File: src/sv/lms_pkg.sv
`default_nettype none

package lms_pkg;

    localparam int CountWidth = 32;
    localparam int TimeWidth  = 10;
    localparam int LineWidth  = 8;
    localparam int ModeWidth  = 2;
    localparam int EnWidth    = 3;
    localparam int IdxWidth   = 3;
    localparam int CfgWidth   = 10;

    // display modes as seen on the output
    localparam logic [ModeWidth-1:0] MODE_HBLANK   = 2'd0;
    localparam logic [ModeWidth-1:0] MODE_VBLANK   = 2'd1;
    localparam logic [ModeWidth-1:0] MODE_OAM      = 2'd2;
    localparam logic [ModeWidth-1:0] MODE_TRANSFER = 2'd3;

    // stat enable bits
    localparam int EN_HBLANK_BIT = 0;
    localparam int EN_VBLANK_BIT = 1;
    localparam int EN_OAM_BIT    = 2;

    // register indexes
    localparam logic [IdxWidth-1:0] REG_OAM_CYCLES      = 3'd0;
    localparam logic [IdxWidth-1:0] REG_TRANSFER_CYCLES = 3'd1;
    localparam logic [IdxWidth-1:0] REG_HBLANK_CYCLES   = 3'd2;
    localparam logic [IdxWidth-1:0] REG_VBLANK_CYCLES   = 3'd3;
    localparam logic [IdxWidth-1:0] REG_VBLANK_FIRST    = 3'd4;
    localparam logic [IdxWidth-1:0] REG_FRAME_LAST      = 3'd5;
    localparam logic [IdxWidth-1:0] REG_STAT_ENABLES    = 3'd6;

    typedef struct packed {
        logic [TimeWidth-1:0] oam_cycles;
        logic [TimeWidth-1:0] transfer_cycles;
        logic [TimeWidth-1:0] hblank_cycles;
        logic [TimeWidth-1:0] vblank_line_cycles;
        logic [LineWidth-1:0] vblank_first_line;
        logic [LineWidth-1:0] frame_last_line;
        logic [EnWidth-1:0]   stat_enables;
    } t_cfg;

    typedef struct packed {
        logic [ModeWidth-1:0] mode;
        logic [LineWidth-1:0] line;
        logic                 line_advanced;
        logic                 stat_interrupt;
    } t_result;

endpackage

`default_nettype wire

File: src/sv/lcd_mode_timing_sequencer.sv
// channel   handshake               payload
// in        i_in_valid/o_in_ready   i_cycle_count
// out       o_out_valid/i_out_ready o_mode, o_line, o_line_advanced, o_stat_interrupt
// cfg       i_cfg_we                i_cfg_index, i_cfg_data
//
// one beat per cycle sustained while the output is not stalled; an input beat passes
// through the input register, then the mode step into the result register
// the mode step is one add of the count, one compare and one subtract
// synchronous active-low reset restores the register defaults, mode hblank, line 0
// a stalled output holds the input register; new beats enter as the output drains
`default_nettype none

module lcd_mode_timing_sequencer (
    input  wire logic                           i_clk,
    input  wire logic                           i_rst_n,
    input  wire logic                           i_in_valid,
    output      logic                           o_in_ready,
    input  wire logic [lms_pkg::CountWidth-1:0] i_cycle_count,
    output      logic                           o_out_valid,
    input  wire logic                           i_out_ready,
    output      logic [lms_pkg::ModeWidth-1:0]  o_mode,
    output      logic [lms_pkg::LineWidth-1:0]  o_line,
    output      logic                           o_line_advanced,
    output      logic                           o_stat_interrupt,
    input  wire logic                           i_cfg_we,
    input  wire logic [lms_pkg::IdxWidth-1:0]   i_cfg_index,
    input  wire logic [lms_pkg::CfgWidth-1:0]   i_cfg_data
);

    lms_pkg::t_cfg                  cfg;
    lms_pkg::t_result               step_res;
    logic                           r_in_valid;
    logic [lms_pkg::CountWidth-1:0] r_in_count;
    logic                           r_out_valid;
    lms_pkg::t_result               r_out;
    logic                           step;

    assign step       = r_in_valid && (!r_out_valid || i_out_ready);
    assign o_in_ready = !r_in_valid || step;

    lms_cfg u_cfg (
        .i_clk       (i_clk),
        .i_rst_n     (i_rst_n),
        .i_cfg_we    (i_cfg_we),
        .i_cfg_index (i_cfg_index),
        .i_cfg_data  (i_cfg_data),
        .o_cfg       (cfg)
    );

    lms_core u_core (
        .i_clk    (i_clk),
        .i_rst_n  (i_rst_n),
        .i_step   (step),
        .i_count  (r_in_count),
        .i_cfg    (cfg),
        .o_result (step_res)
    );

    always_ff @(posedge i_clk) begin
        if (!i_rst_n) begin
            r_in_valid  <= 1'b0;
            r_out_valid <= 1'b0;
        end else begin
            if (o_in_ready) begin
                r_in_valid <= i_in_valid;
            end
            if (step) begin
                r_out_valid <= 1'b1;
            end else if (i_out_ready) begin
                r_out_valid <= 1'b0;
            end
        end
    end

    always_ff @(posedge i_clk) begin
        if (o_in_ready && i_in_valid) begin
            r_in_count <= i_cycle_count;
        end
        if (step) begin
            r_out <= step_res;
        end
    end

    assign o_out_valid      = r_out_valid;
    assign o_mode           = r_out.mode;
    assign o_line           = r_out.line;
    assign o_line_advanced  = r_out.line_advanced;
    assign o_stat_interrupt = r_out.stat_interrupt;

endmodule

`default_nettype wire

File: src/sv/lms_cfg.sv
`default_nettype none

module lms_cfg (
    input  wire logic                           i_clk,
    input  wire logic                           i_rst_n,
    input  wire logic                           i_cfg_we,
    input  wire logic [lms_pkg::IdxWidth-1:0]   i_cfg_index,
    input  wire logic [lms_pkg::CfgWidth-1:0]   i_cfg_data,
    output lms_pkg::t_cfg                       o_cfg
);

    lms_pkg::t_cfg r_cfg;
    lms_pkg::t_cfg n_cfg;

    always_comb begin
        n_cfg = r_cfg;
        if (i_cfg_we) begin
            case (i_cfg_index)
                lms_pkg::REG_OAM_CYCLES:      n_cfg.oam_cycles         = i_cfg_data;
                lms_pkg::REG_TRANSFER_CYCLES: n_cfg.transfer_cycles    = i_cfg_data;
                lms_pkg::REG_HBLANK_CYCLES:   n_cfg.hblank_cycles      = i_cfg_data;
                lms_pkg::REG_VBLANK_CYCLES:   n_cfg.vblank_line_cycles = i_cfg_data;
                lms_pkg::REG_VBLANK_FIRST:
                    n_cfg.vblank_first_line = i_cfg_data[lms_pkg::LineWidth-1:0];
                lms_pkg::REG_FRAME_LAST:
                    n_cfg.frame_last_line = i_cfg_data[lms_pkg::LineWidth-1:0];
                lms_pkg::REG_STAT_ENABLES:
                    n_cfg.stat_enables = i_cfg_data[lms_pkg::EnWidth-1:0];
                default: ;
            endcase
        end
    end

    always_ff @(posedge i_clk) begin
        if (!i_rst_n) begin
            r_cfg.oam_cycles         <= 10'd80;
            r_cfg.transfer_cycles    <= 10'd172;
            r_cfg.hblank_cycles      <= 10'd204;
            r_cfg.vblank_line_cycles <= 10'd456;
            r_cfg.vblank_first_line  <= 8'd144;
            r_cfg.frame_last_line    <= 8'd153;
            r_cfg.stat_enables       <= 3'd0;
        end else begin
            r_cfg <= n_cfg;
        end
    end

    assign o_cfg = r_cfg;

endmodule

`default_nettype wire

File: src/sv/lms_core.sv
`default_nettype none

module lms_core (
    input  wire logic                           i_clk,
    input  wire logic                           i_rst_n,
    input  wire logic                           i_step,
    input  wire logic [lms_pkg::CountWidth-1:0] i_count,
    input  wire lms_pkg::t_cfg                  i_cfg,
    output lms_pkg::t_result                    o_result
);

    // r_base holds accumulator minus previous count, so the elapsed add and
    // the accumulate fold into one add with the new count
    logic [lms_pkg::CountWidth-1:0] r_base;
    logic [lms_pkg::CountWidth-1:0] n_base;
    logic [lms_pkg::ModeWidth-1:0]  r_mode;
    logic [lms_pkg::ModeWidth-1:0]  n_mode;
    logic [lms_pkg::LineWidth-1:0]  r_line;
    logic [lms_pkg::LineWidth-1:0]  n_line;

    logic [lms_pkg::CountWidth-1:0] acc;
    logic [lms_pkg::TimeWidth-1:0]  thr;
    logic                           done;
    logic [lms_pkg::LineWidth-1:0]  line_inc;
    logic [lms_pkg::LineWidth:0]    line_wide;
    logic                           adv;
    logic                           irq;

    assign acc       = r_base + i_count;
    assign line_inc  = r_line + 8'd1;
    assign line_wide = {1'b0, r_line} + 9'd1;

    always_comb begin
        case (r_mode)
            lms_pkg::MODE_HBLANK: thr = i_cfg.hblank_cycles;
            lms_pkg::MODE_VBLANK: thr = i_cfg.vblank_line_cycles;
            lms_pkg::MODE_OAM:    thr = i_cfg.oam_cycles;
            default:              thr = i_cfg.transfer_cycles;
        endcase
    end

    assign done = (acc[lms_pkg::CountWidth-1:lms_pkg::TimeWidth] != '0)
                || (acc[lms_pkg::TimeWidth-1:0] >= thr);

    always_comb begin
        n_mode = r_mode;
        n_line = r_line;
        adv    = 1'b0;
        irq    = 1'b0;
        if (done) begin
            case (r_mode)
                lms_pkg::MODE_HBLANK: begin
                    n_line = line_inc;
                    adv    = 1'b1;
                    if (line_inc == i_cfg.vblank_first_line) begin
                        n_mode = lms_pkg::MODE_VBLANK;
                        irq    = i_cfg.stat_enables[lms_pkg::EN_VBLANK_BIT]
                              || i_cfg.stat_enables[lms_pkg::EN_OAM_BIT];
                    end else begin
                        n_mode = lms_pkg::MODE_OAM;
                        irq    = i_cfg.stat_enables[lms_pkg::EN_OAM_BIT];
                    end
                end
                lms_pkg::MODE_VBLANK: begin
                    adv = 1'b1;
                    // compared at 9 bits so line 255 also wraps
                    if (line_wide > {1'b0, i_cfg.frame_last_line}) begin
                        n_line = '0;
                        n_mode = lms_pkg::MODE_OAM;
                        irq    = i_cfg.stat_enables[lms_pkg::EN_OAM_BIT];
                    end else begin
                        n_line = line_wide[lms_pkg::LineWidth-1:0];
                    end
                end
                lms_pkg::MODE_OAM: begin
                    n_mode = lms_pkg::MODE_TRANSFER;
                end
                default: begin
                    n_mode = lms_pkg::MODE_HBLANK;
                    irq    = i_cfg.stat_enables[lms_pkg::EN_HBLANK_BIT];
                end
            endcase
        end
    end

    assign n_base = done ? (r_base - {{(lms_pkg::CountWidth-lms_pkg::TimeWidth){1'b0}}, thr})
                         : r_base;

    always_ff @(posedge i_clk) begin
        if (!i_rst_n) begin
            r_base <= '0;
            r_mode <= lms_pkg::MODE_HBLANK;
            r_line <= '0;
        end else if (i_step) begin
            r_base <= n_base;
            r_mode <= n_mode;
            r_line <= n_line;
        end
    end

    assign o_result.mode           = n_mode;
    assign o_result.line           = n_line;
    assign o_result.line_advanced  = adv;
    assign o_result.stat_interrupt = irq;

endmodule

`default_nettype wire

File: config.mk
export PLATFORM = sky130hd
export DESIGN_NAME = lcd_mode_timing_sequencer
export DESIGN_NICKNAME = d
export VERILOG_FILES = /design/src/sv/lms_pkg.sv /design/src/sv/lcd_mode_timing_sequencer.sv /design/src/sv/lms_cfg.sv /design/src/sv/lms_core.sv
export SDC_FILE = /design/constraint.sdc
export NUM_CORES = 1
export LEC_CHECK = 0
export ABC_AREA = 1
export BUFFER_PORTS_ARGS = -buffer_cell sky130_fd_sc_hd__buf_4
export CAP_MARGIN = 20
export CORE_MARGIN = 3
export CORE_UTILIZATION = 35
export DETAILED_ROUTE_END_ITERATION = 10
export GPL_ROUTABILITY_DRIVEN = 1
export PLACE_DENSITY_LB_ADDON = 0.1
export REMOVE_ABC_BUFFERS = 1
export SETUP_SLACK_MARGIN = 0.15
export SLEW_MARGIN = 10
export SYNTH_ARGS = -nofsm -noshare
export SYNTH_HDL_FRONTEND = slang
export SYNTH_SLANG_ARGS = --single-unit
File: constraint.sdc
create_clock -name i_clk -period 5.7 [get_ports i_clk]
set_clock_uncertainty 0.05 [all_clocks]
set_input_delay 1.71 -clock i_clk [delete_from_list [all_inputs] [get_ports i_clk]]
set_output_delay 1.71 -clock i_clk [all_outputs]
set_load 0.02 [all_outputs]
---- After elaboration in Yosys (flattened, before gate mapping) ----
Cells that the tools add are included.
word-level totals
  input bits .............................. 50
  output and inout port bits .............. 14
  logic and storage cells ................. 67
  register bits ........................... 147
operators by class
  reductions and logical operators ........ 21
  add/sub/neg operators ................... 4
  $lt $le $gt $ge ......................... 2
  mux-type cells .......................... 14
  equality and inequality tests ........... 9
operators by type and width
  kind                 number
  $add 32x32->32       1
  $sub 32x10->32       1
  $pmux 10 s3          1
  $reduce_bool 22->1   1
  $mux 8               2
  $pmux 8 s2           1
  $reduce_and 2->1     8
  $ge 10x10->1         1
  $add 8x1->9 const B  1
  $eq 3x3->1 const B   3
  $gt 9x8->1           1
  $add 8x1->8 const B  1
  $eq 8x8->1           1
  $eq 3x2->1 const B   2
  $mux 2               3
  $pmux 2 s3           1
  $mux 1               5
  $logic_or 1x1->1     4
  $eq 3x1->1 const B   1
  $logic_not 3->1      1
  $pmux 1 s3           1
  $eq 2x1->1 const B   1
  $eq 2x2->1 const B   1
  $logic_and 1x1->1    2
  4 further kinds      5

---- Logic depth before layout (Yosys ltp) ----
Gate-level depths: netlist (run 1).
  depth after elaboration ................. 5
  mapped depth ............................ 27

---- By module ----
Synthesis (run 1) repeated with hierarchy kept, for this count alone.
unflattened totals
  cells, all modules ...................... 1501
  area, all modules ....................... 9875.7 sq um
by module, submodules not included
  module                     instances  cells each  area each (sq um)
  lms_core                   1          1117        6173.4
  lms_cfg                    1          327         2285.9
  lcd_mode_timing_sequencer  1          57          1416.4

---- Worst setup path after synthesis (run 1) ----
No wires, ideal clock.
  path type ............................... input-to-output
  start ................................... input i_out_ready
  end ..................................... output o_in_ready
  arrival ................................. 1.963 ns
  path slack .............................. 1.977 ns
  stages on the path ...................... 2
  cell sequence ........................... inv_1 > nand3_1
between the ends
  word-level cells in the longest chain between the ends .. 3
ends and longest elaborated chain
  what                RTL line                         source
  start: declaration  lcd_mode_timing_sequencer.sv:20  input wire logic i_out_ready,
  $logic_or 1x1->1    lcd_mode_timing_sequencer.sv:38  assign step = r_in_valid && (!r_out_valid || i_out_ready);
  $logic_and 1x1->1   lcd_mode_timing_sequencer.sv:38
  $logic_or 1x1->1    lcd_mode_timing_sequencer.sv:39  assign o_in_ready = !r_in_valid || step;
  end: declaration    lcd_mode_timing_sequencer.sv:17  output logic o_in_ready,
Every way passes these cells.

---- Final worst setup path (run 1) ----
  start ................................... register u_core.r_mode[0] (netlist bit)
  end ..................................... register u_core.r_base[24] (netlist bit)
between the ends
  word-level cells in the longest chain between the ends .. 5
ends and longest elaborated chain
  what                                                    RTL line        source
  start: declaration                                      lms_core.sv:16  logic [lms_pkg::ModeWidth-1:0] r_mode;
  start signal: assignment                                lms_core.sv:92  r_mode <= lms_pkg::MODE_HBLANK;
  start signal: assignment                                lms_core.sv:96  r_mode <= n_mode;
  $eq 2x2->1 (tied with other cells)                      lms_core.sv:34  case (r_mode)
  $pmux 10 s3 (*)                                         lms_core.sv:34
  branches (longest 3 deep; another with $sub 32x10->32)  n/a
  end signal: assignment                                  lms_core.sv:95  r_base <= n_base;
  end: declaration                                        lms_core.sv:14  logic [lms_pkg::CountWidth-1:0] r_base;
Mark *: on every way between the ends.
A chain may end at the register's enable or synchronous reset.

==> results.sh, run 1 <==
export IMPL_outcome="finished, final reports clean"
export IMPL_drc=0
export IMPL_reg2reg_setup_slack_ps=1240
export IMPL_p_int_mw=2.23
export IMPL_yosysWarnings=0
export IMPL_netlist_area_leader_share_pct=20.9
export IMPL_wl_per_cell_microns=14.8
export IMPL_core_area_sq_um=27300
export IMPL_cp_top_family="simple AND/OR/NAND/NOR gates"
export IMPL_irDropWorstVdd_mv=0.226
export IMPL_tightest_slew_ps=753
export IMPL_setup_violations=0
export IMPL_dieArea_sq_um=30300
export IMPL_synth_common_cells="nand2_1 (398), nor2_1 (194), inv_1 (187)"
export IMPL_power_leakage_nw=5.68
export IMPL_wl_met2_mm=13.2
export IMPL_finish_instance_area_sq_um=11300
export IMPL_grt_max_degree=65
export IMPL_via_per_inst=4.79
export IMPL_synth_top_family_by_area="simple AND/OR/NAND/NOR gates"
export IMPL_cts_hold_buf=0
export IMPL_dp_hpwl_mm=21.6
export IMPL_utilization_pct=41.4
export IMPL_synth_seq_cells=147
export IMPL_yosys_area_top_type="dfxtp_1"
export IMPL_yosysSeqAreaShare_pct=34.3
export IMPL_drt_iter0_drc=575
export IMPL_synthCells=1476
export IMPL_async_flop_share_pct=0
export IMPL_yosysMostFrequentCell="nand2_1"
export IMPL_period_minus_slack_ps=4460
export IMPL_clk_latency_ps=440
export IMPL_avgSynthCellArea_sq_um=6.69
export IMPL_synthSimpleGateAreaFrac_pct=34.3
export IMPL_drv_slew=0
export IMPL_grt_pass1_vias=8664
export IMPL_dpl_cell_count=1883
export IMPL_fin_nets=1642
export IMPL_num_io_pins=64
export IMPL_synth_area_sq_um=9870
export IMPL_h_tree_depth=4
export IMPL_r2r_start="u_core.r_mode[0]$_SDFFE_PN0P_"
export IMPL_topRoutingLayerUsed="met4"
export IMPL_p_per_area_nw_per_um2=308
export IMPL_hold_slack_ps=406
export IMPL_period_share_pct=78.3
export IMPL_synth_edff_count=44
export IMPL_synthAdderAreaFrac_pct=8.01
export IMPL_cp_depth=21
export IMPL_cpMostUsedCell="nand2_1"
export IMPL_cts_resized=0
export IMPL_num_vias=9169
export IMPL_io_buffers=63
export IMPL_die_h_microns=174
export IMPL_crit_type="flip-flop to flip-flop"
export IMPL_track_usage_pct=18.8
export IMPL_fp_row_count=60
export IMPL_grt_ovfl_total=0
export IMPL_met1_length_mm=14.0
export IMPL_crit_chain="inv_1 > nor2_1 > buf_4 > nand2_1 > nand3_1 > o21ai_0 > inv_1 > ha_1 > inv_1 > fa_1 > nand3_1 > nand2_1 > a21oi_1 > o21ai_0 > a21oi_1 > nand2_1 > nor2_1 > nand3b_1 > nand2_1 > nand3_1 > a21oi_1"
export IMPL_cp_max_fo=18
export IMPL_setup_tns_ps=0
export IMPL_combPwrFrac_pct=31.1
export IMPL_cts_buffers=17
export IMPL_yosys_top_cells_area="dfxtp_1 (21%), nand2_1 (15%), edfxtp_1 (13%), ha_1 (7.6%), nor2_1 (7.4%)"
export IMPL_antenna_cells=0
export IMPL_drtAntennaViolNets=0
export IMPL_drt_wl_total_mm=28.4
export IMPL_switching_power_mw=1.25
export IMPL_dr_wl_met3_microns=848
export IMPL_max_freq_mhz=224
export IMPL_drive_gt1_share_pct=9.92
export IMPL_place_area_sq_um=10700
export IMPL_synth_flop_cell="dfxtp_1"
export IMPL_power_frac_seq_pct=35.4
export IMPL_gp_congestion=0.865
export IMPL_p_sw_share_pct=35.9
export IMPL_clk_path_buf_depth=2
export IMPL_hold_path_class="flip-flop to flip-flop"
export IMPL_worst_path_largest_cell_delay_ps=640
export IMPL_p_clk_share_pct=33.6
export IMPL_slowest_stage="dfxtp_1"
export IMPL_synth_cell_type_count=39
export IMPL_cts_tree="yes"
export IMPL_clkTransAtPathRegs_ps=70
export IMPL_grt_pass1_wl_mm=45.6
export IMPL_end_kind="flip-flop"
export IMPL_die_x_microns=174
export IMPL_layout_setup_ws_ps=1240
export IMPL_cp_num_buf_inv=4
export IMPL_max_slew_margin_pct=49.6
export IMPL_preCtsSetupSlack_ps=1290
export IMPL_synthXorXnorAreaFrac_pct=3.90
export IMPL_final_cells=1915
export IMPL_rsz0062_at_grt="false"
export IMPL_antenna_found_initial=0
export IMPL_cts_sinks=147
export IMPL_finalPower_mw=3.48
export IMPL_r2r_end="u_core.r_base[24]$_SDFFE_PN0P_"
export IMPL_start_util_pct=36.1
export IMPL_clock_root_buffer="clkbuf_16"
export IMPL_crit_path_end="u_core.r_base[24]$_SDFFE_PN0P_"
export IMPL_critPathLaunch="u_core.r_mode[0]$_SDFFE_PN0P_"
export IMPL_startpoint_type="flip-flop"
export IMPL_first_pass_iters=5
export IMPL_syn2layout_area_growth_pct=14.5
export IMPL_drv_cap=0
export IMPL_synth_compound_area_share_pct=9.84
export IMPL_cp_required_ps=5990
export IMPL_hold_viol=0
export IMPL_muxShareOfSynthArea_pct=0
export IMPL_cts_setup_buffers=0
export IMPL_critPathArrivalTime_ps=4750
export IMPL_r2r_cells=21
==> cells in the final DEF, fill, tap and decap left out, types with 9 or more instances in the layout <==
| cell type | count |
|---|---|
| edfxtp_1 | 44 |
| ha_1 | 60 |
| nand2_1 | 398 |
| a21oi_2 | 10 |
| nor3_1 | 14 |
| clkbuf_16 | 18 |
| dfxtp_1 | 103 |
| nand3_1 | 139 |
| nor2_1 | 194 |
| inv_2 | 9 |
| xnor2_1 | 14 |
| o21ai_0 | 69 |
| xor2_1 | 30 |
| a21oi_1 | 81 |
| nand2_2 | 16 |
| nand4_1 | 20 |
| inv_1 | 187 |
| buf_4 | 74 |
==> state kept, by name (all words and copies together) (netlist names) <==
name and flops:
o_line 8, o_line_advanced 1, o_mode 2, o_out_valid 1, o_stat_interrupt 1, r_in_count 32
r_in_valid 1, u_cfg.o_cfg 59, u_core.r_base 32, u_core.r_line 8, u_core.r_mode 2
==> worst reg2reg max path, stage by stage, from the launching register on <==
cell and delay (ps):
dfxtp_1 640, inv_1 120, nor2_1 520, buf_4 290, nand2_1 70, nand3_1 80, o21ai_0 90, inv_1 90
ha_1 140, inv_1 50, fa_1 400, nand3_1 100, nand2_1 80, a21oi_1 220, o21ai_0 200, a21oi_1 390
nand2_1 140, nor2_1 270, nand3b_1 110, nand2_1 70, nand3_1 70, a21oi_1 180
==> power by group through the flow <==
stage / clock [mW] / combinational, mW / sequential, mW
5_1_grt: 1.23 / 1.24 / 1.24
3_3_place_gp: 0 / 1.08 / 1.25
3_5_place_dp: 0 / 1.08 / 1.25
4_1_cts: 1.19 / 1.09 / 1.23
2_1_floorplan: 0 / 0.794 / 1.23
6_report: 1.17 / 1.08 / 1.23
==> worst min-delay path by stage <==
| stage | startpoint | slack (ps) | endpoint | depth (start not counted) |
|---|---|---|---|---|
| final | u_cfg.o_cfg[46]$_SDFFE_PN1P_ | 410 | u_cfg.o_cfg[46]$_SDFFE_PN1P_ | 2 |
| after global routing | u_cfg.o_cfg[8]$_SDFFE_PN0P_ | 430 | u_cfg.o_cfg[8]$_SDFFE_PN0P_ | 2 |
| after global placement | u_cfg.o_cfg[44]$_SDFFE_PN1P_ | 380 | u_cfg.o_cfg[44]$_SDFFE_PN1P_ | 2 |
| after floorplan | u_cfg.o_cfg[53]$_SDFFE_PN1P_ | 370 | u_cfg.o_cfg[53]$_SDFFE_PN1P_ | 2 |
| after CTS | u_cfg.o_cfg[44]$_SDFFE_PN1P_ | 410 | u_cfg.o_cfg[44]$_SDFFE_PN1P_ | 2 |
| after detailed placement | u_cfg.o_cfg[44]$_SDFFE_PN1P_ | 390 | u_cfg.o_cfg[44]$_SDFFE_PN1P_ | 2 |
==> metal layers <==
layer | GRT usage, % | vias to the layer above
li1 | - | 4855
met1 | 25.8 | 4141
met2 | 31.3 | 148
met3 | 2.62 | 25
met4 | 4.89 | 0
met5 | 0 | -
==> cell families after synthesis <==
family / count (synthesis)
flops: 147
buf+inv: 241
compound gates: 178
simple gates: 804
xor+xnor: 44
fa+ha+maj: 62
==> cell type report <==
cell class              instances  area (sq um)
clock buffers                  22           495
inverters                     202           758
flip-flops and latches        147          3380
fillers                      2963         16000
well taps                     372           465
clock inverters                10           110
repair buffers                 74           556
multi-input cells            1088          5540
No activity file was read; power rests on OpenSTA's default activity.
==> run 2: changes to the inputs <==
- ABC_AREA: 1 -> 0
- clock period: 5.7 -> 3.8 ns (I/O delays scaled with it)
==> run 2 against run 1 <==
The flow now finishes with violations (negative setup slack). Routed wire length down 13%. Clock-buffer cell count down 4. Setup slack worse by 2000 ps. Critical path depth down 4. First-iteration DRC count down 29%. Die area down 10%. Cell count down 19%. Largest power group is now the clock network.
==> results.sh, run 2 <==
export IMPL_setup_tns_ps=-32020
export IMPL_dieArea_sq_um=27100
export IMPL_yosysWarnings=0
export IMPL_rsz0062_at_grt="true"
export IMPL_max_slew_margin_pct=44.6
export IMPL_outcome="finished with violations"
export IMPL_grt_pass1_vias=7692
export IMPL_drv_slew=0
export IMPL_synth_common_cells="nand2_1 (193), dfxtp_1 (103), a21oi_1 (86)"
export IMPL_cp_required_ps=3940
export IMPL_end_kind="flip-flop"
export IMPL_crit_type="flip-flop to flip-flop"
export IMPL_clkTransAtPathRegs_ps=70
export IMPL_wl_per_cell_microns=16.1
export IMPL_grt_max_degree=45
export IMPL_power_leakage_nw=4.81
export IMPL_antenna_cells=0
export IMPL_drt_wl_total_mm=24.9
export IMPL_p_sw_share_pct=31.0
export IMPL_syn2layout_area_growth_pct=29.0
export IMPL_largest_reg_flops=59
export IMPL_clk_path_buf_depth=2
export IMPL_yosysMostFrequentCell="nand2_1"
export IMPL_num_vias=7840
export IMPL_cts_tree="yes"
export IMPL_first_pass_iters=4
export IMPL_reg2reg_setup_slack_ps=-720
export IMPL_cp_num_buf_inv=0
export IMPL_cts_sinks=147
export IMPL_num_io_pins=64
export IMPL_die_h_microns=165
export IMPL_cts_hold_buf=0
export IMPL_start_util_pct=35.9
export IMPL_core_area_sq_um=24500
export IMPL_yosys_top_cells_area="dfxtp_1 (23%), edfxtp_1 (15%), ha_1 (8.5%), nand2_1 (8.2%), a21oi_1 (4.9%)"
export IMPL_finalPower_mw=4.86
export IMPL_synth_edff_count=44
export IMPL_netlist_area_leader_share_pct=23.4
export IMPL_h_tree_depth=4
export IMPL_min_from="u_cfg.o_cfg[47]$_SDFFE_PN0P_"
export IMPL_r2r_start="r_in_count[0]$_DFFE_PP_"
export IMPL_p_per_area_nw_per_um2=427
export IMPL_antenna_found_initial=0
export IMPL_cp_top_family="compound AO/OA/AOI/OAI gates"
export IMPL_r2r_end="o_line[2]$_DFFE_PP_"
export IMPL_drtAntennaViolNets=0
export IMPL_slowest_stage="a211oi_4"
export IMPL_min_path_cells=2
export IMPL_via_per_inst=5.08
export IMPL_avgSynthCellArea_sq_um=8.67
export IMPL_async_flop_share_pct=0
export IMPL_dr_wl_met3_microns=885
export IMPL_met1_length_mm=12.2
export IMPL_cp_max_fo=5
export IMPL_drt_iter0_drc=409
export IMPL_setup_violations=54
export IMPL_tightest_slew_ps=828
export IMPL_failed_checks="negative setup slack"
export IMPL_max_freq_mhz=221
export IMPL_synth_cell_type_count=63
export IMPL_p_int_mw=3.35
export IMPL_fp_row_count=57
export IMPL_yosys_area_top_type="dfxtp_1"
export IMPL_final_common_cell="buf_4"
export IMPL_synth_flop_cell="dfxtp_1"
export IMPL_synth_seq_cells=147
export IMPL_track_usage_pct=18.9
export IMPL_period_share_pct=119
export IMPL_irDropWorstVdd_mv=0.299
export IMPL_most_common_layout_cells="buf_4 (212), nand2_1 (193), dfxtp_1 (103), a21oi_1 (85), ha_1 (59)"
export IMPL_power_frac_seq_pct=36.5
export IMPL_clock_root_buffer="clkbuf_16"
export IMPL_crit_chain="ha_2 > fa_2 > a21o_1 > a221oi_2 > o21ai_1 > xor2_1 > ha_1 > nor2b_1 > o21ai_1 > nand4_1 > a211o_1 > a311o_1 > nor4_2 > nand4_1 > a211oi_4 > or2_4 > mux2_2"
export IMPL_fin_nets=1317
export IMPL_grt_ovfl_total=0
export IMPL_synthCells=1016
export IMPL_combPwrFrac_pct=26.6
export IMPL_wl_met2_mm=11.6
export IMPL_yosysSeqAreaShare_pct=38.4
export IMPL_drive_gt1_share_pct=23.8
export IMPL_critPathArrivalTime_ps=4660
export IMPL_grt_pass1_wl_mm=40.4
export IMPL_utilization_pct=46.3
export IMPL_synth_area_sq_um=8810
export IMPL_switching_power_mw=1.51
export IMPL_hold_path_class="flip-flop to flip-flop"
export IMPL_hold_end="u_cfg.o_cfg[47]$_SDFFE_PN0P_"
export IMPL_dp_hpwl_mm=18.6
export IMPL_die_x_microns=165
export IMPL_hold_viol=0
export IMPL_io_buffers=63
export IMPL_period_minus_slack_ps=4520
export IMPL_topRoutingLayerUsed="met4"
export IMPL_gp_congestion=0.891
export IMPL_cts_buffers=17
export IMPL_clk_latency_ps=430
export IMPL_r2r_cells=17
export IMPL_drv_cap=0
export IMPL_startpoint_type="flip-flop"
export IMPL_p_clk_share_pct=36.9
export IMPL_layout_setup_ws_ps=-715
export IMPL_worst_path_largest_cell_delay_ps=390
export IMPL_drc=0
[run 2: changes by cell type after synthesis, moves of 26 or more]
cell,change
nand2b_1,+26
o21ai_0,-29
nand3_1,-103
nor2_1,-142
nand2_1,-205
mux2i_1,+32
inv_1,-152
[run 2: power by group through the flow]
stage               Combinational (mW)  Clock, mW  Sequential, mW
floorplan                        0.726          0            1.80
detailed placement                1.28          0            1.81
global placement                  1.28          0            1.81
global route                      1.45       1.91            1.78
finish                            1.29       1.79            1.77
CTS                               1.29       1.85            1.77
[run 2: how the worst max path moves through the flow]
stage                                    end  slack (ps)                    start  depth (start not counted)
3_3_place_gp             o_line[2]$_DFFE_PP_        -930  r_in_count[0]$_DFFE_PP_                         17
3_5_place_dp             o_line[0]$_DFFE_PP_       -1010  r_in_count[0]$_DFFE_PP_                         17
4_1_cts                  o_line[2]$_DFFE_PP_        -780  r_in_count[0]$_DFFE_PP_                         17
6_report                 o_line[2]$_DFFE_PP_        -720  r_in_count[0]$_DFFE_PP_                         17
2_1_floorplan  u_core.r_mode[1]$_SDFFE_PN0P_       -2060  r_in_count[0]$_DFFE_PP_                         17
5_1_grt                  o_line[1]$_DFFE_PP_        -980  r_in_count[4]$_DFFE_PP_                         16
[run 2: logic make-up after synthesis]
family / Yosys count / synth area share (%)
buffers and inverters: 84 / 3.69
XOR/XNOR: 40 / 3.98
AO/OA/AOI/OAI: 217 / 15.5
flip-flops: 147 / 38.4
multiplexers: 50 / 7.21
AND/OR/NAND/NOR: 416 / 22.2
adder cells (fa/ha/maj): 62 / 8.97
[run 2: timing repair]
item | CTS | global route
gates resized for setup | 17 | 6
setup buffers | 4 | 0
pin swaps | 11 | 9
gates cloned | 1 | 0
endpoints found under the setup margin | 54 | 54
[run 2: stage by stage]
stage / instances / instance area (sq um) / setup slack, ps / hold WS (ps)
floorplan: 967 / 8620 / -2060 / 383
global placement: 1505 / 10700 / -931 / 391
detailed placement: 1505 / 10700 / -1010 / 396
CTS: 1542 / 11400 / -777 / 405
global route: 1542 / 11400 / -979 / 425
finish: 1542 / 11400 / -715 / 401
[run 2: routing by layer]
metal / vias to the layer above / track usage, %
li1: 4031 / -
met1: 3668 / 26.3
met2: 129 / 31.0
met3: 12 / 3.31
met4: 0 / 3.66
met5: - / 0
[run 2: cell type report]
class                      instances  area, sq um
clock inverter                    14          178
inverter                          35          131
clock buffer                      18          439
timing repair buffer             218         1680
fill                            2484        13200
sequential                       147         3380
tap                              324          405
multi-input combinational        786         5160
[run 2: tightest hold or removal path: stages (launching register included)]
cell and delay, ps:
dfxtp_1 310, nand2_1 50, a21oi_1 50
==> run 3: changes to the inputs <==
- ABC_AREA: 0 -> 1
==> run 3 against run 2 <==
Sequential power grew 4%. Core utilization fell by 4.4 points. Largest power group is now sequential cells. The flow now finishes without violations. Critical endpoint is now o_stat_interrupt$_SDFFCE_PN0P_. Worst hold slack improved by 6.4 ps. Non-clock buffer count down 128.
==> results.sh, run 3 (synthesis results as in run 1) <==
export IMPL_cp_max_fo=15
export IMPL_die_x_microns=174
export IMPL_io_buffers=63
export IMPL_critPathArrivalTime_ps=3500
export IMPL_end_kind="flip-flop"
export IMPL_num_io_pins=64
export IMPL_setup_violations=0
export IMPL_period_share_pct=89.3
export IMPL_critPathLaunch="r_in_count[4]$_DFFE_PP_"
export IMPL_final_common_cell="nand2_1"
export IMPL_hold_slack_ps=407
export IMPL_cts_sinks=147
export IMPL_core_area_sq_um=27300
export IMPL_drive_gt1_share_pct=11.7
export IMPL_min_from="u_cfg.o_cfg[46]$_SDFFE_PN1P_"
export IMPL_max_slew_margin_pct=46.8
export IMPL_rsz0062_at_grt="false"
export IMPL_fp_row_count=60
export IMPL_crit_type="flip-flop to flip-flop"
export IMPL_finish_instance_area_sq_um=11500
export IMPL_grt_pass1_wl_mm=46.4
export IMPL_drv_slew=0
export IMPL_power_leakage_nw=5.76
export IMPL_preCtsSetupSlack_ps=107
export IMPL_place_area_sq_um=10800
export IMPL_most_common_layout_cells="nand2_1 (395), nor2_1 (191), inv_1 (187), nand3_1 (138), dfxtp_1 (101)"
export IMPL_largest_reg_flops=59
export IMPL_outcome="finished, final reports clean"
export IMPL_startpoint_type="flip-flop"
export IMPL_antenna_found_initial=1
export IMPL_clk_path_buf_depth=2
export IMPL_via_per_inst=4.83
export IMPL_dpl_cell_count=1897
export IMPL_final_cells=1931
export IMPL_drv_cap=0
export IMPL_wl_per_cell_microns=15.1
export IMPL_syn2layout_area_growth_pct=16.1
export IMPL_start_util_pct=36.1
export IMPL_grt_ovfl_total=0
export IMPL_cts_hold_buf=0
export IMPL_cts_buffers=17
export IMPL_cp_required_ps=3910
export IMPL_h_tree_depth=4
export IMPL_drtAntennaViolNets=0
export IMPL_antenna_cells=0
export IMPL_track_usage_pct=19.2
export IMPL_cts_tree="yes"
export IMPL_hold_viol=0
export IMPL_dieArea_sq_um=30300
export IMPL_grt_max_degree=62
export IMPL_first_pass_iters=5
export IMPL_drt_wl_total_mm=29.1
export IMPL_irDropWorstVdd_mv=0.292
export IMPL_r2r_start="r_in_count[4]$_DFFE_PP_"
export IMPL_hold_path_class="flip-flop to flip-flop"
export IMPL_die_h_microns=174
export IMPL_period_minus_slack_ps=3390
export IMPL_clk_latency_ps=440
export IMPL_p_per_area_nw_per_um2=444
export IMPL_gp_congestion=0.868
export IMPL_clkTransAtPathRegs_ps=70
export IMPL_clock_root_buffer="clkbuf_16"
export IMPL_grt_pass1_vias=8844
export IMPL_fin_nets=1658
export IMPL_layout_setup_ws_ps=407
export IMPL_num_vias=9333
export IMPL_dp_hpwl_mm=22.3
export IMPL_n_fill_cell=2936
export IMPL_drt_iter0_drc=619
export IMPL_max_freq_mhz=295
export IMPL_tightest_slew_ps=793
export IMPL_drc=0
[run 3: cell types whose count changed in the layout (fill, tap and decap cells not counted), moves of 11 or more]
cell,previous run,this run
nor2_1,51,191
nand3_1,36,138
mux2i_1,32,0
buf_4,212,87
xor2_1,18,29
nand2_1,193,395
o21ai_0,33,68
nand2b_1,25,0
nor2b_1,12,0
nand2_2,0,18
inv_1,35,187
or3_1,18,0
[run 3: what timing repair did]
| item | 4_1_cts | 5_1_grt |
|---|---|---|
| setup buffers | 0 | 2 |
| pin swaps | 0 | 2 |
| setup endpoints to repair | 6 | 54 |
| gates resized for setup | 1 | 21 |
| endpoints found under the hold margin | 0 | 0 |
[run 3: final cells by class]
| class | instances | area (sq um) | area share, % |
|---|---|---|---|
| multi-input combinational | 1088 | 5600 | 48.8 |
| sequential | 147 | 3390 | 29.5 |
| timing repair buffer | 90 | 713 | 6.22 |
| inverter | 202 | 758 | 6.61 |
| tap | 372 | 465 | 4.06 |
| clock buffer | 21 | 470 | 4.10 |
| clock inverter | 11 | 73.8 | 0.644 |
[run 3: report_power, final]
group	internal, mW	leakage (nW)	switching, mW
combinational	0.630	4.22	1.02
clock	0.889	0.275	0.710
sequential	1.73	1.27	0.116
total	3.25	5.76	1.85
[run 3: worst max-delay path: stages (launching register included)]
cell and delay, ps:
edfxtp_1 380, ha_1 370, nand2_1 140, inv_1 50
nand2_1 70, nand3_2 130, nand2_1 100, nand2_2 100
xor2_1 170, ha_1 300, a21oi_1 170, nand3_1 130
nor2_1 120, nand3_1 130, nor2_4 170, nand2_2 120
buf_4 220, a21boi_0 170
[run 3: final timing paths]
check,depth (start not counted),slack (ps),end
worst max-delay path,17,410,o_stat_interrupt$_SDFFCE_PN0P_
worst min-delay path,2,410,u_cfg.o_cfg[46]$_SDFFE_PN1P_
worst max register to register,17,410,o_stat_interrupt$_SDFFCE_PN0P_
worst min register to register,2,410,u_cfg.o_cfg[46]$_SDFFE_PN1P_
[run 3: stage by stage]
step                TNS, ps  total power, mW  utilization [%]
global placement          0             3.51             39.6
global route              0             5.45             42.0
CTS                       0             5.13             41.6
detailed placement        0             3.51             39.6
finish                    0             5.10             42.0
floorplan            -10510             3.03                -
[run 3: per-layer routing]
metal	share of wire, %	GRT usage (%)	vias to the layer above	routed length [microns]
met3	3.1	3.25	47	895
met4	2.4	6.40	2	690
met2	46	31.6	148	13500
met5	0.041	0	-	12
met1	48	25.5	4248	14000
li1	-	-	4888	-
